$ cat src/rtl/ceq_ram.sv
// Generic single-port-write, single-port-read RAM with a registered read.
// Depends on nothing; the queue instantiates one per slice of an event.
`timescale 1ns / 1ps
`default_nettype none

module ceq_ram #(
  parameter int WIDTH = 8,
  parameter int DEPTH = 64
) (
  input  wire logic                     clk,
  input  wire logic                     wr_en,
  input  wire logic [$clog2(DEPTH)-1:0] wr_addr,
  input  wire logic [WIDTH-1:0]         wr_data,
  input  wire logic                     rd_en,
  input  wire logic [$clog2(DEPTH)-1:0] rd_addr,
  output logic      [WIDTH-1:0]         rd_data
);

  logic [WIDTH-1:0] mem [DEPTH];

  always_ff @(posedge clk) begin
    if (wr_en) begin
      mem[wr_addr] <= wr_data;
    end
    if (rd_en) begin
      rd_data <= mem[rd_addr];
    end
  end

endmodule

`default_nettype wire

$ cat config.mk
export PLATFORM = sky130hd
export DESIGN_NAME = ceq_ram
export DESIGN_NICKNAME = d
export VERILOG_FILES = /design/src/rtl/ceq_ram.sv
export SDC_FILE = /design/constraint.sdc
export NUM_CORES = 1
export LEC_CHECK = 0
export BUFFER_PORTS_ARGS = -buffer_cell sky130_fd_sc_hd__clkbuf_2
export CORE_ASPECT_RATIO = 1.1
export CORE_MARGIN = 2
export CORE_UTILIZATION = 44
export DETAILED_ROUTE_END_ITERATION = 8
export GPL_ROUTABILITY_DRIVEN = 1
export PLACE_DENSITY = 0.58
export SLEW_MARGIN = 25
export SYNTH_ARGS = -nofsm -noshare
export SYNTH_HDL_FRONTEND = slang
export SYNTH_SLANG_ARGS = --single-unit
$ cat constraint.sdc
create_clock -name clk -period 2 [get_ports clk]
set_input_delay 0.2 -clock clk [delete_from_list [all_inputs] [get_ports clk]]
set_output_delay 0.2 -clock clk [all_outputs]
set_load 0.01 [all_outputs]
After elaboration in Yosys (flattened, before gate mapping). Memory sizes are Yosys's and may differ from the RTL's. A register that Yosys moved wholly into a read port is not among the register bits. Cells that the tools add are included.

Muxes and demuxes: 2.

Operators by type and width (number): 1-bit 2-to-1 mux (2).

Bits in registers: 0. RAM bits: 512. Output and inout port bits: 8. Memories: 1.

Memories: mem (depth 64, bits a word 8, rd ports 1, clocked after memory_dff 1, wr ports 1, RTL line 19) `logic [WIDTH-1:0] mem [DEPTH];`.

Longest topological paths before layout.
Depth in word-level cells: 2. Mapped depth: 9. Gate-level depth less buffers: 5.

Worst setup path before layout. No wires, ideal clock.

Kind: input port to flip-flop. Start point: in rd_addr[1]. End point: reg rd_data[3] (read register of mem), data pin. Arrival time: 1.740 ns. Slack: -0.006 ns. Stages on the path: 7. Buffers on the path: 3. Cell sequence: buf_4 > buf_2 > buf_2 > mux4_2 > mux4_2 > o21ai_1 > o41ai_1.

RTL lines: start, declared (RTL line 15) `input wire logic [$clog2(DEPTH)-1:0] rd_addr,`; end, declared (RTL line 16) `output logic [WIDTH-1:0] rd_data`.

==> results_dict.tcl <==
set metrics [dict create \
    via_count 9862 \
    ant_nets 0 \
    post_drt_via_cell_ratio 5.64 \
    synthesis.nets 963 \
    placementRows 82 \
    antenna-diode-count 0 \
    io_buffer_count 30 \
    detailedPlacementHpwl_um 29400 \
    post_synth_inst_count 940 \
    initial_utilization_pct 44.5 \
    timing.critical_path.from_type "flip-flop" \
    critical_path_maximum_fanout 1 \
    grt_remaining_overflow 0 \
    maxSlewViolCount 0 \
    synth_seq_area_share_pct 77.1 \
    grt_util_all_layers_pct 19.7 \
    crit_slowest_cell "sky130_fd_sc_hd__mux4_2" \
    peakVddDrop_uv 587 \
    gpl.final_weighted_congestion 0.799 \
    max_stage_delay_ns 0.52 \
    ctsLongestPathBuffers 3 \
    global_route_wire_length_before_repair_um 67700 \
    post-place-ws_ns -0.410 \
    reg2reg_from "mem[9][2]" \
    drt_first_pass_iters 5 \
    layout.cells.most_common_list "520 x sky130_fd_sc_hd__edfxtp_1, 141 x sky130_fd_sc_hd__buf_4, 126 x sky130_fd_sc_hd__mux4_2" \
    critical_path_required_ns 2.33 \
    cp.arrival_ns 2.28 \
    chipWidth_um 209 \
    static_leakage_power_nw 7.73 \
    hold_viol 0 \
    crit_chain "mux4_2 -> mux4_2 -> nor2_4 -> nor3_1 -> o2bb2ai_1" \
    path_clk_slew_ns 0.06 \
    run_status "finished clean" \
    most_common_cell_after_layout_fill_and_taps_aside "sky130_fd_sc_hd__edfxtp_1" \
    clock_sink_count 520 \
    syn-mean-instance-area_um2 21.5 \
    die-area_um2 47700 \
    drt_iter0_drc 891 \
    fillers 3556 \
    async_reset_ff_share_pct 0 \
    worst-r2r-setup-slack_ns 0.04 \
    post_synthesis_cell_area_um2 20200 \
    detail_route.wl_per_cell_um 26.2 \
    setup_viol 0 \
    bufs_and_invs_on_worst_path 0 \
    cts_buffers 50 \
    drc 0 \
    synthDistinctLibCells 39 \
    slew_headroom_pct 51.2 \
    tritoncts "built" \
    post_cts_buffers 0 \
    core_area_um2 45500 \
    initial_antenna_violation_count 2 \
    crit_path_frequent_cell "sky130_fd_sc_hd__mux4_2" \
    pwr_density_nw_per_um2 948 \
    final_worst_path_period_need_ns 1.96 \
    timing_worst_setup_path_type "reg -> reg" \
    ys_dominant_reg_cell "sky130_fd_sc_hd__edfxtp_1" \
    fmax_mhz 511 \
    drv.max_cap_violation_count 0 \
    timing.clock.skew_ns 0.0240 \
    cts-root-buf "sky130_fd_sc_hd__clkbuf_16" \
    finalWirelength_um 45800 \
    synth-seq-cells 520 \
    end_of_flow_core_utilization_pct 52.4 \
    syn_to_final_growth_pct 17.7 \
    floorplan.die.height_um 229 \
    clkLatencyLatePin_ns 0.60 \
    pin_count 31 \
    timing.hold.worst.start "wr_data[3]" \
    grt_start_max_net_pins 65 \
    number_of_global_route_vias_before_repair 10200 \
    final_net_count 1148 \
    max_slew.worst_pin.slew_ns 0.732 \
    critical_path.endpoint_type "flip-flop" \
    grt_setup_unrepaired "yes" \
    critPathTopFamily "multiplexers" \
    worst_slack_ns 0.0441 \
    synth_edf_count 520 \
    crit_path_start "mem[9][2]" \
    hold_path_class "in -> reg" \
    final_layout_size_suffix_gt1_share_pct 34.3 \
    cts_htree_levels 2 \
    yosysWarnings 0 \
    finalCritPeriodShare_pct 97.8 \
]
-- registers in the layout, indices dropped and copies added, names as in the netlist --
register,cells
mem,512
rd_data,8
-- routing by layer --
layer / vias to the layer above / routed length (um) / global-route usage (%)
met5: - / 23 / 0
met1: 5219 / 19400 / 27.2
met2: 269 / 22400 / 31.6
met4: 4 / 1480 / 7.03
li1: 4298 / - / -
met3: 72 / 2500 / 3.74
-- kinds of logic after synthesis --
family,synth area share [%]
multiplexers,15.9
AO/OA/AOI/OAI,2.06
flip-flops,77.1
buffers and inverters,1.56
AND/OR/NAND/NOR,3.37
-- worst register-to-register path, delay by kind of cell (launching register included) --
family | cells | cell delay, ns
multiplexers | 2 | 1.03
flip-flops | 1 | 0.36
AND/OR/NAND/NOR | 2 | 0.18
AO/OA/AOI/OAI | 1 | 0.13
-- synthesized netlist by cell type, types with 7 or more instances --
master | number | share of area, %
sky130_fd_sc_hd__mux4_2 | 126 | 14
sky130_fd_sc_hd__nand2b_1 | 7 | 0.22
sky130_fd_sc_hd__nand2_1 | 19 | 0.35
sky130_fd_sc_hd__buf_4 | 13 | 0.48
sky130_fd_sc_hd__nor3_1 | 7 | 0.17
sky130_fd_sc_hd__nor2_1 | 83 | 1.5
sky130_fd_sc_hd__mux2i_1 | 23 | 1.1
sky130_fd_sc_hd__clkbuf_1 | 17 | 0.32
sky130_fd_sc_hd__nand3_1 | 13 | 0.32
sky130_fd_sc_hd__mux2_2 | 13 | 0.72
sky130_fd_sc_hd__edfxtp_1 | 520 | 77
sky130_fd_sc_hd__nor2b_1 | 14 | 0.43
sky130_fd_sc_hd__o221ai_1 | 8 | 0.35
sky130_fd_sc_hd__o22ai_1 | 8 | 0.25
sky130_fd_sc_hd__buf_2 | 11 | 0.27
-- worst paths after layout --
path                                    to  cells past startpoint
worst min-delay path            mem[19][3]                      2
worst min register to register  rd_data[6]                      3
worst max register to register  rd_data[2]                      5
worst max-delay path            rd_data[2]                      5
-- cell type report --
class,instances,area (um2),area share (%)
repair buffers,184,1500,6.29
clock buffers,69,1340,5.64
multi-input cells,369,4410,18.5
well taps,588,736,3.09
clock inverters,20,223,0.935
flip-flops and latches,520,15600,65.5
-- power by group --
group	switching (W)	internal, W	leakage (nW)
Sequential	0.0000357	0.0121	4.69
Combinational	0.000725	0.000548	2.29
Clock	0.00386	0.00532	0.760
Total	0.00462	0.0180	7.73
-- through the flow --
step	total power [W]	hold slack, ns	area (um2)	std cells	setup TNS, ns
4_1_cts	0.0228	0.0873	23800	1751	0
6_report	0.0226	0.111	23800	1750	0
3_5_place_dp	0.0136	0.628	22200	1661	-2.67
3_3_place_gp	0.0136	0.624	22200	1661	-2.45
2_1_floorplan	0.0130	0.299	20200	940	0
5_1_grt	0.0233	0.0987	23800	1750	-0.0153
-- timing repair --
item,CTS,global route
hold buffers,1,0
hold endpoints to repair,4,0
gates resized for setup,9,10
pin swaps,1,5
endpoints found under the setup margin,5,7
Power figures use the tool's default switching activity.
